==> src/rtl/dtlr_pkg.sv <==
// Shared types, codes and matcher functions for the dual terminator line receiver.
package dtlr_pkg;

    localparam int DTLR_BUFFER_BYTES   = 64;
    localparam int DTLR_TERM_MAX_BYTES = 8;

    // configuration register indexes
    localparam logic [2:0] CFG_FIRST_BYTES  = 3'd0;
    localparam logic [2:0] CFG_FIRST_LEN    = 3'd1;
    localparam logic [2:0] CFG_SECOND_BYTES = 3'd2;
    localparam logic [2:0] CFG_SECOND_LEN   = 3'd3;
    localparam logic [2:0] CFG_IDLE_LIMIT   = 3'd4;

    // request opcodes
    localparam logic [0:0] OP_BYTE = 1'b0;
    localparam logic [0:0] OP_IDLE = 1'b1;

    // message end status codes
    localparam logic [1:0] ST_FIRST    = 2'd0;
    localparam logic [1:0] ST_SECOND   = 2'd1;
    localparam logic [1:0] ST_OVERFLOW = 2'd2;
    localparam logic [1:0] ST_TIMEOUT  = 2'd3;

    typedef enum logic [1:0] {
        S_IDLE,
        S_RD,
        S_LD
    } t_state;

    typedef struct packed {
        logic       done;
        logic [3:0] pos;
    } t_match;

    // zero acts as one, anything above the maximum acts as the maximum
    function automatic logic [3:0] f_eff_len(input logic [3:0] len, input logic [3:0] max_len);
        logic [3:0] res;
        if (len == 4'd0) begin
            res = 4'd1;
        end else if (len > max_len) begin
            res = max_len;
        end else begin
            res = len;
        end
        return res;
    endfunction

    // advance one matcher by one byte; a mismatch drops back to zero
    function automatic t_match f_match(input logic [3:0] pos, input logic [63:0] chars,
                                       input logic [3:0] len, input logic [7:0] b);
        t_match     res;
        logic [2:0] idx;
        logic [7:0] want;
        logic [4:0] pos_inc;
        if (pos < len) begin
            idx = pos[2:0];
        end else begin
            idx = 3'(len - 4'd1);
        end
        want     = chars[{idx, 3'b000} +: 8];
        pos_inc  = {1'b0, pos} + 5'd1;
        res.done = (b == want) && (pos_inc >= {1'b0, len});
        res.pos  = (b == want) ? pos_inc[3:0] : 4'd0;
        return res;
    endfunction

endpackage

==> src/rtl/dual_terminator_line_receiver.sv <==
// Dual terminator line receiver: byte buffer, two terminator matchers, idle timeout, flush.
// Flow: a request that ends no message is absorbed with no result; an empty message
//   shows its result the cycle after the request; a message with payload moves each
//   byte through S_RD (memory read) and S_LD (load, waits for a free output register).
// Throughput: 1 request per cycle when idle with a free output; input holds during flush.
// Reset: synchronous active low; session and configuration return to defaults, buffer kept.
module dual_terminator_line_receiver #(
    parameter int BUFFER_BYTES   = dtlr_pkg::DTLR_BUFFER_BYTES,
    parameter int TERM_MAX_BYTES = dtlr_pkg::DTLR_TERM_MAX_BYTES
) (
    input  logic        i_clk,
    input  logic        i_rst_n,
    // configuration write port
    input  logic        i_cfg_we,
    input  logic [2:0]  i_cfg_index,
    input  logic [63:0] i_cfg_data,
    // receive request channel
    input  logic        i_rx_valid,
    output logic        o_rx_ready,
    input  logic [0:0]  i_opcode,
    input  logic [7:0]  i_rx_byte,
    // message result channel
    output logic        o_msg_valid,
    input  logic        i_msg_ready,
    output logic [1:0]  o_status,
    output logic [7:0]  o_data_byte,
    output logic [0:0]  o_data_valid,
    output logic [0:0]  o_last
);
    import dtlr_pkg::*;

    // buffer holds up to BUFFER_BYTES-1 bytes; count width covers that value
    localparam int         Depth   = BUFFER_BYTES - 1;
    localparam int         AW      = $clog2(Depth);
    localparam int         CW      = $clog2(BUFFER_BYTES);
    localparam int         SW      = (CW > 4) ? CW : 4;
    localparam logic [3:0] TermMax = 4'(TERM_MAX_BYTES);

    // configuration registers
    logic [63:0] r_first_bytes;
    logic [3:0]  r_first_len;
    logic [63:0] r_second_bytes;
    logic [3:0]  r_second_len;
    logic [31:0] r_idle_limit;

    // session state
    logic [CW-1:0] r_byte_cnt, n_byte_cnt;
    logic [3:0]    r_pos1, n_pos1;
    logic [3:0]    r_pos2, n_pos2;
    logic [31:0]   r_idle_cnt, n_idle_cnt;

    // flush control
    t_state        r_state, n_state;
    logic [CW-1:0] r_len, n_len;
    logic [1:0]    r_status, n_status;
    logic [AW-1:0] r_rd_idx;
    logic [7:0]    r_rd_data;

    // payload buffer
    logic [7:0]    r_payload_mem [0:Depth-1];

    // output register
    logic          r_out_valid;
    logic [1:0]    r_out_status;
    logic [7:0]    r_out_data;
    logic          r_out_dv;
    logic          r_out_last;

    logic          w_accept;
    logic          w_out_free;
    logic          w_rd_en;
    logic          w_ld_flush;
    logic          w_flush_last;
    logic          w_wr_en;
    logic          w_end;
    logic [1:0]    w_end_status;
    logic [CW-1:0] w_end_cnt;
    logic [CW-1:0] w_stored;
    logic [3:0]    w_len1;
    logic [3:0]    w_len2;
    logic [SW-1:0] w_sub1;
    logic [SW-1:0] w_sub2;
    logic [31:0]   w_idle_inc;
    t_match        w_m1;
    t_match        w_m2;

    assign w_out_free   = !r_out_valid || i_msg_ready;
    assign w_accept     = i_rx_valid && o_rx_ready;
    assign w_flush_last = ((CW'(r_rd_idx) + CW'(1)) == r_len);

    // ---------------- configuration ----------------
    always_ff @(posedge i_clk) begin
        if (!i_rst_n) begin
            r_first_bytes  <= 64'd2573;
            r_first_len    <= 4'd2;
            r_second_bytes <= 64'd35;
            r_second_len   <= 4'd1;
            r_idle_limit   <= 32'd100000;
        end else if (i_cfg_we) begin
            unique case (i_cfg_index)
                CFG_FIRST_BYTES:  r_first_bytes  <= i_cfg_data;
                CFG_FIRST_LEN:    r_first_len    <= i_cfg_data[3:0];
                CFG_SECOND_BYTES: r_second_bytes <= i_cfg_data;
                CFG_SECOND_LEN:   r_second_len   <= i_cfg_data[3:0];
                CFG_IDLE_LIMIT:   r_idle_limit   <= i_cfg_data[31:0];
                default: ; // unknown index: drop the write
            endcase
        end
    end

    // ---------------- request decode ----------------
    // Both matchers are evaluated in parallel; the first one has priority, and the
    // second one only advances when the first did not complete.
    assign w_len1     = f_eff_len(r_first_len, TermMax);
    assign w_len2     = f_eff_len(r_second_len, TermMax);
    assign w_m1       = f_match(r_pos1, r_first_bytes, w_len1, i_rx_byte);
    assign w_m2       = f_match(r_pos2, r_second_bytes, w_len2, i_rx_byte);
    assign w_stored   = r_byte_cnt + CW'(1);
    // terminator length never exceeds the bytes seen in this session
    assign w_sub1     = SW'(w_stored) - SW'(w_len1);
    assign w_sub2     = SW'(w_stored) - SW'(w_len2);
    assign w_idle_inc = (r_idle_cnt == '1) ? r_idle_cnt : r_idle_cnt + 32'd1;
    assign w_wr_en    = w_accept && (i_opcode == OP_BYTE);

    always_comb begin
        n_byte_cnt   = r_byte_cnt;
        n_pos1       = r_pos1;
        n_pos2       = r_pos2;
        n_idle_cnt   = r_idle_cnt;
        w_end        = 1'b0;
        w_end_status = ST_FIRST;
        w_end_cnt    = '0;
        if (w_accept) begin
            if (i_opcode == OP_IDLE) begin
                // idle poll: count, time out with an empty message
                n_idle_cnt = w_idle_inc;
                if (w_idle_inc >= r_idle_limit) begin
                    w_end        = 1'b1;
                    w_end_status = ST_TIMEOUT;
                end
            end else begin
                n_idle_cnt = '0;
                if (w_m1.done) begin
                    w_end        = 1'b1;
                    w_end_status = ST_FIRST;
                    w_end_cnt    = w_sub1[CW-1:0];
                end else begin
                    n_pos1 = w_m1.pos;
                    if (w_m2.done) begin
                        w_end        = 1'b1;
                        w_end_status = ST_SECOND;
                        w_end_cnt    = w_sub2[CW-1:0];
                    end else begin
                        n_pos2     = w_m2.pos;
                        n_byte_cnt = w_stored;
                        if (w_stored >= CW'(BUFFER_BYTES - 1)) begin
                            w_end        = 1'b1;
                            w_end_status = ST_OVERFLOW;
                            w_end_cnt    = w_stored;
                        end
                    end
                end
            end
            // a finished message restarts the session
            if (w_end) begin
                n_byte_cnt = '0;
                n_pos1     = '0;
                n_pos2     = '0;
                n_idle_cnt = '0;
            end
        end
    end

    // ---------------- flush state machine ----------------
    always_comb begin
        n_state = r_state;
        unique case (r_state)
            S_IDLE: begin
                if (w_end && (w_end_cnt != '0)) begin
                    n_state = S_RD;
                end
            end
            S_RD: begin
                n_state = S_LD;
            end
            S_LD: begin
                if (w_out_free) begin
                    n_state = w_flush_last ? S_IDLE : S_RD;
                end
            end
            default: begin
                n_state = S_IDLE;
            end
        endcase
    end

    always_comb begin
        o_rx_ready = 1'b0;
        w_rd_en    = 1'b0;
        w_ld_flush = 1'b0;
        unique case (r_state)
            S_IDLE:  o_rx_ready = w_out_free;
            S_RD:    w_rd_en    = 1'b1;
            S_LD:    w_ld_flush = w_out_free;
            default: ;
        endcase
    end

    // latch message length and status when a message ends while idle
    always_comb begin
        n_len    = r_len;
        n_status = r_status;
        if ((r_state == S_IDLE) && w_end) begin
            n_len    = w_end_cnt;
            n_status = w_end_status;
        end
    end

    // ---------------- registers ----------------
    always_ff @(posedge i_clk) begin
        if (!i_rst_n) begin
            r_state    <= S_IDLE;
            r_byte_cnt <= '0;
            r_pos1     <= '0;
            r_pos2     <= '0;
            r_idle_cnt <= '0;
            r_len      <= '0;
            r_status   <= ST_FIRST;
            r_rd_idx   <= '0;
        end else begin
            r_state    <= n_state;
            r_byte_cnt <= n_byte_cnt;
            r_pos1     <= n_pos1;
            r_pos2     <= n_pos2;
            r_idle_cnt <= n_idle_cnt;
            r_len      <= n_len;
            r_status   <= n_status;
            // rewind on a new flush, advance after each loaded byte
            if (r_state == S_IDLE) begin
                r_rd_idx <= '0;
            end else if (w_ld_flush) begin
                r_rd_idx <= r_rd_idx + AW'(1);
            end
        end
    end

    // ---------------- payload buffer ----------------
    always_ff @(posedge i_clk) begin
        if (w_wr_en) begin
            r_payload_mem[r_byte_cnt[AW-1:0]] <= i_rx_byte;
        end
    end

    always_ff @(posedge i_clk) begin
        if (w_rd_en) begin
            r_rd_data <= r_payload_mem[r_rd_idx];
        end
    end

    // ---------------- output register ----------------
    always_ff @(posedge i_clk) begin
        if (!i_rst_n) begin
            r_out_valid <= 1'b0;
        end else if (w_end && (w_end_cnt == '0)) begin
            r_out_valid <= 1'b1;
        end else if (w_ld_flush) begin
            r_out_valid <= 1'b1;
        end else if (i_msg_ready) begin
            r_out_valid <= 1'b0;
        end
    end

    always_ff @(posedge i_clk) begin
        if (w_end && (w_end_cnt == '0)) begin
            // empty message: one result, no payload
            r_out_status <= w_end_status;
            r_out_data   <= 8'd0;
            r_out_dv     <= 1'b0;
            r_out_last   <= 1'b1;
        end else if (w_ld_flush) begin
            r_out_status <= r_status;
            r_out_data   <= r_rd_data;
            r_out_dv     <= 1'b1;
            r_out_last   <= w_flush_last;
        end
    end

    assign o_msg_valid  = r_out_valid;
    assign o_status     = r_out_status;
    assign o_data_byte  = r_out_data;
    assign o_data_valid = r_out_dv;
    assign o_last       = r_out_last;

    // ---------------- assertions ----------------
    a_cnt_in_range: assert property (@(posedge i_clk) disable iff (!i_rst_n)
        r_byte_cnt < CW'(BUFFER_BYTES - 1))
        else $error("byte count reached buffer limit inside a session");

    a_rd_in_range: assert property (@(posedge i_clk) disable iff (!i_rst_n)
        (r_state != S_IDLE) |-> (CW'(r_rd_idx) < r_len))
        else $error("flush read index beyond message length");

    a_pos_in_range: assert property (@(posedge i_clk) disable iff (!i_rst_n)
        (r_pos1 < 4'd8) && (r_pos2 < 4'd8))
        else $error("match position out of range");

    a_flush_start: assert property (@(posedge i_clk) disable iff (!i_rst_n)
        ((r_state == S_RD) && ($past(r_state) == S_IDLE)) |-> $past(i_rx_valid && o_rx_ready))
        else $error("flush started without an accepted request");

endmodule
==> config.mk <==
export PLATFORM = sky130hd
export DESIGN_NAME = dual_terminator_line_receiver
export DESIGN_NICKNAME = d
export VERILOG_FILES = /design/src/rtl/dtlr_pkg.sv /design/src/rtl/dual_terminator_line_receiver.sv
export SDC_FILE = /design/constraint.sdc
export NUM_CORES = 1
export LEC_CHECK = 0
export BUFFER_PORTS_ARGS = -buffer_cell sky130_fd_sc_hd__buf_2
export CORE_ASPECT_RATIO = 0.9
export CORE_MARGIN = 5
export CORE_UTILIZATION = 60
export DETAILED_ROUTE_END_ITERATION = 16
export PLACE_DENSITY = 0.77
export SLEW_MARGIN = 0
export SYNTH_ARGS = -nofsm -noshare
export SYNTH_HDL_FRONTEND = slang
export SYNTH_SLANG_ARGS = --single-unit
==> constraint.sdc <==
create_clock -name i_clk -period 8.1 [get_ports i_clk]
set_clock_uncertainty 0.15 [all_clocks]
set_input_delay 0.81 -clock i_clk [delete_from_list [all_inputs] [get_ports i_clk]]
set_output_delay 0.81 -clock i_clk [all_outputs]
set_load 0.1 [all_outputs]
* Word level (Yosys, flattened, before mapping)
Memory sizes are Yosys's and may differ from the RTL's. A register that Yosys moved wholly into a read port is not among the register bits.
Cells that the tools add are included.
** Word-level totals
- Bits in registers :: 243
- Bits in writable memories :: 504
- Output and inout bits :: 14
- Memories :: 1
** Memories
- r_payload_mem :: depth 63, width 8, read ports 1, clocked after Yosys merged registers in 1, write ports 1, line dual_terminator_line_receiver.sv:60 : logic [7:0] r_payload_mem [0:Depth-1];
** Operators by class
- Add/subtract/negate cells :: 9
- Magnitude comparators :: 8
- Equal/unequal tests :: 15
- Shifts and indexed selects :: 2
- Mux-type cells :: 54
- Bitwise gates (word level) :: 2
- Reduce and logical (&&, ||, !) cells :: 26
** Operators by type and width (count)
- $shiftx A64 B7 Y8 :: 2
- $mux W32 :: 3
- $mux W6 :: 9
- $mux W4 :: 13
- $add A32 B1 Y32 const B :: 1
- $eq A32 B32 Y1 const B :: 1
- $ge A32 B32 Y1 :: 1
- $mux W2 :: 10
- $eq A8 B8 Y1 :: 2
- $mux W1 :: 16
- $add A6 B1 Y6 const B :: 2
- $reduce_and A2 Y1 :: 6
- $sub A6 B4 Y6 :: 2
- $add A4 B1 Y5 const B :: 2
- $ge A5 B4 Y1 :: 2
- $gt A4 B4 Y1 const B :: 2
- $logic_not A4 Y1 :: 2
- $lt A4 B4 Y1 :: 2
- $logic_and A1 B1 Y1 :: 7
- $eq A3 B2 Y1 const B :: 2
- $eq A6 B6 Y1 :: 1
- $ge A6 B6 Y1 const B :: 1
- $logic_not A6 Y1 :: 1
- $mux W3 :: 2
- other kinds (19) :: 24

* Depth between registers and ports, before layout
- Word-level depth :: 16
- Mapped depth :: 26
- Depth with buffers taken out :: 24

* Least setup slack after synthesis
No wires, ideal clock.
- Kind :: reg-to-reg
- From :: register r_idle_cnt[0]
- To :: register r_idle_cnt[26]
- Data arrival time :: 5.426 ns
- Data required time :: 7.874 ns
- Path slack :: 2.448 ns
- Cell stages (with the launch flop) :: 27
- Buffers on the path :: 3
- Period minus slack after synthesis :: 5.652 ns
- Path through :: dfxtp_1 ha_1 nand4_1 or4_1 buf_2 nor3b_1 and2_1 nor3b_1 and3_1 nor3b_2 nand3_1 xnor2_1 ha_1 a21o_1 a21o_1 a21o_1 a21o_1 a21oi_1 nor2b_1 o21ai_0 o311ai_1 a31oi_1 and3_1 clkbuf_1 clkbuf_1 o21ai_0 a21boi_0
** On the way
- Longest elaborated chain between the ends :: 7
- Elaborated cells between the ends (all ways) :: 9
** Ends and longest elaborated chain
- start: declaration :: line dual_terminator_line_receiver.sv:50 : logic [31:0] r_idle_cnt, n_idle_cnt;
- start signal: assignment :: line dual_terminator_line_receiver.sv:235 : r_idle_cnt <= n_idle_cnt;
- $add A32 B1 Y32 / $eq A32 B32 Y1 (equally long branches) :: line dual_terminator_line_receiver.sv:122 : assign w_idle_inc = (r_idle_cnt == '1) ? r_idle_cnt : r_idle_cnt + 32'd1;
- $mux W32 * :: line dual_terminator_line_receiver.sv:122
- $ge A32 B32 Y1 :: line dual_terminator_line_receiver.sv:137 : if (w_idle_inc >= r_idle_limit) begin
- $mux W1 :: line dual_terminator_line_receiver.sv:137
- $mux W1 :: line dual_terminator_line_receiver.sv:134 : if (i_opcode == OP_IDLE) begin
- $mux W1 :: line dual_terminator_line_receiver.sv:133 : if (w_accept) begin
- $mux W32 * :: line dual_terminator_line_receiver.sv:165 : if (w_end) begin
Mark *: on every way between the ends. The rest lies on a longest branch, timed or not. The select of a mux whose other input is x is not followed.
A chain may end at the register's enable or synchronous reset.

* Worst setup path in the final report
- From :: register r_idle_cnt[0]
- To :: register r_idle_cnt[24]
The elaborated chain is that of the path after synthesis.

==> results.json <==
{
  "area_delta_synth_final_pct": 10.3,
  "grt_pass1_wl_um": 139000,
  "cts_buffers": 74,
  "critPathTopFamily": "simple AND/OR/NAND/NOR gates",
  "syn_nets": 2787,
  "drv_cap": 0,
  "critPathMaxFanout": 30,
  "cp.required_ns": 8.50,
  "synth-xor-area-share_pct": 1.99,
  "syn_avg_cell_area_um2": 12.8,
  "numPortBuffers": 94,
  "rows": 82,
  "ff_latch_area_mm2": 0.0203,
  "syn-cell-area_mm2": 0.0338,
  "postCtsHoldBufs": 0,
  "drt_iter0_drc": 3098,
  "cts_setup_buffers": 0,
  "p_leak_nw": 12.0,
  "via_count": 22800,
  "fin_area_mm2": 0.0373,
  "synth-simple-area-share_pct": 11.9,
  "initial_utilization_pct": 60.6,
  "grt_overflow": 0,
  "post_cts_resized": 0,
  "synth-edff-count": 514,
  "clock_path_buffers": 3,
  "viasPerCell": 6.53,
  "drt_pass1_iterations": 6,
  "place_area_mm2": 0.0349,
  "crit_chain": "ha_1 > nand4_1 > or4_1 > nor3b_1 > and2_1 > nor3b_1 > and3_1 > nor3b_2 > nand3_1 > xnor2_1 > ha_1 > a21o_1 > a21o_1 > a21o_1 > a21o_1 > a21oi_1 > nor2b_1 > o21ai_0 > o311ai_1 > a31oi_1 > and3_1 > a21oi_1 > nor2b_1 > o21a_1",
  "synth_fa_ha_area_share_pct": 2.48,
  "routed_wl_um": 91000,
  "tightest_slew_ns": 1.26,
  "htreeDepth": 3,
  "crit_top_cell": "a21o_1",
  "ys_seq_area_share_pct": 59.9,
  "finalSetupTns_ns": 0,
  "min_path_type": "primary input to register",
  "max_slew_margin_pct": 15.9,
  "clock.fmax_mhz": 146,
  "drive_gt1_share_pct": 15.7,
  "drv_slew": 0,
  "finalPower_w": 0.00796,
  "synth-async-reset-ratio_pct": 0,
  "track_usage_pct": 29.6,
  "clk_pin_slew_worst_paths_ns": 0.06,
  "clkLatencyLatePin_ns": 0.63,
  "ys_top_cells_by_count": "edfxtp_1, nand2_1, dfxtp_1, mux4_2, a21boi_0",
  "yosysMostFrequentCell": "edfxtp_1",
  "num_io_pins": 95,
  "ys_seq_elements": 755,
  "ys_types": 64,
  "fp.coreArea_mm2": 0.0558,
  "finalSetupViolations": 0,
  "worstPathArrival_ns": 7.25,
  "fp.dieW_um": 260,
  "cts_tree": "built",
  "status": "complete, no violations",
  "synth_area_leader_cell": "edfxtp_1",
  "syn_inst": 2640,
  "grt_setup_unrepaired": "no",
  "nets": 2819,
  "synth.area.mux_share_pct": 11.8,
  "fill_cells": 3883,
  "grt_antenna_before_repair": 5,
  "multi_input_area_mm2": 0.0128,
  "slowest_delay_ns": 1.00,
  "die_area_mm2": 0.0613,
  "worstSetupStartpointType": "register",
  "synth_compound_area_share_pct": 9.42,
  "drtAntennaViolNets": 0,
  "cts-root-buf": "clkbuf_16",
  "grt_max_degree": 105,
  "ir_drop_mv": 0.177,
  "path_class": "register to register",
  "crit_slowest_cell": "and3_1",
  "hold_viol_final": 0,
  "cp_num_buf_inv": 0,
  "critPathCaptureType": "register",
  "routedWlPerCell_um": 26.1,
  "ys_top_cells_by_area": "edfxtp_1, dfxtp_1, mux4_2",
  "grt_pass1_vias": 22200,
  "synth_flop_cell": "edfxtp_1",
  "yosysWarnings": 0,
  "place_congestion": 0.899,
  "drc": 0,
  "powerDensity_mw_per_mm2": 213,
  "fp.dieH_um": 235,
  "hpwl_um": 57000,
  "layout_min_cycle_time_ns": 6.85,
  "synth_top_family_by_area": "simple AND/OR/NAND/NOR gates",
  "synth_top_cell_area_share_pct": 45.6,
  "min_period_over_period_pct": 84.6,
  "cts_sinks": 755
}
-- where the power goes --
part	switching [W]	internal (W)	total [W]
combinational	0.000218	0.0000915	0.000309
clock	0.00150	0.00200	0.00350
sequential	0.0000177	0.00413	0.00415
-- final timing paths --
path | from | endpoint | slack [ns] | cells after the start
setup reg to reg | r_idle_cnt[0] | r_idle_cnt[24] | 1.25 | 24
hold reg to reg | r_idle_limit[3] | r_idle_limit[3] | 0.31 | 2
setup / recovery | r_idle_cnt[0] | r_idle_cnt[24] | 1.25 | 24
hold / removal | i_cfg_data[36] | r_first_bytes[36] | 0.30 | 3
-- worst register-to-register path, delay by kind of cell, from the launching register on --
family / cells / cell delay [ns]
flops: 1 / 0.36
xor+xnor: 1 / 0.17
simple gates: 11 / 3.87
compound gates: 10 / 1.69
fa+ha+maj: 2 / 0.56
-- cell families after synthesis --
group,after synthesis
AO/OA/AOI/OAI,451
XOR/XNOR,77
adder cells (fa/ha/maj),66
buffers and inverters,222
flip-flops,755
multiplexers,189
AND/OR/NAND/NOR,880
-- routing by layer --
layer | vias up | routed length [µm] | GRT usage, %
met2 | 1367 | 41500 | 44.6
met1 | 11300 | 36200 | 43.2
met4 | 6 | 3130 | 9.12
met5 | - | 41 | 0
met3 | 228 | 10100 | 7.59
li1 | 9844 | - | -
-- area by class of cell --
class,count,area share [%]
repair buffers,123,1.88
flip-flops and latches,755,54.3
diodes,1,0.00670
well taps,756,2.53
clock buffers,99,5.52
clock inverters,36,1.03
inverters,55,0.553
multi-input cells,1663,34.2
-- through the flow --
stage | utilization, % | hold slack, ns | setup slack, ns | instances
final | 66.9 | 0.303 | 1.25 | 3488
after global routing | 66.9 | 0.294 | 0.459 | 3488
after CTS | 66.9 | 0.276 | 1.36 | 3487
after detailed placement | 62.5 | 0.304 | 1.41 | 3352
after global placement | 62.5 | 0.295 | 1.66 | 3352
after floorplan | - | 0.284 | 2.45 | 2640
-- sequential cells by signal, indices dropped and copies added (netlist names) --
name / flops
r_payload_mem: 504
r_first_bytes: 64
r_second_bytes: 64
r_idle_cnt: 32
r_idle_limit: 32
o_data_byte: 8
r_rd_data: 8
r_byte_cnt: 6
r_len: 6
r_rd_idx: 6
r_first_len: 4
r_pos1: 4
r_pos2: 4
r_second_len: 4
o_status: 2
r_state: 2
r_status: 2
o_data_valid: 1
o_last: 1
o_msg_valid: 1
-- placed cells by master (no fill, tap or decap), types with 7 or more instances in the layout --
cell type,count
xor2_1,35
nor2b_1,62
nor3_1,14
nand3_1,106
or3_1,9
nand3b_1,13
buf_2,93
clkbuf_1,17
xnor2_1,40
clkinv_1,9
and3_1,9
a21o_1,16
dfxtp_1,237
ha_1,64
inv_1,55
clkinv_2,7
mux4_2,168
nor2_1,99
a22oi_1,23
buf_4,29
nand2b_1,44
nand2_1,461
clkbuf_16,78
a21boi_1,11
a211o_1,34
nand4_1,23
a21boi_0,151
o21ai_0,68
a21oi_1,39
edfxtp_1,514
mux2i_1,20
o211ai_1,72
Power figures use the tool's default switching activity.
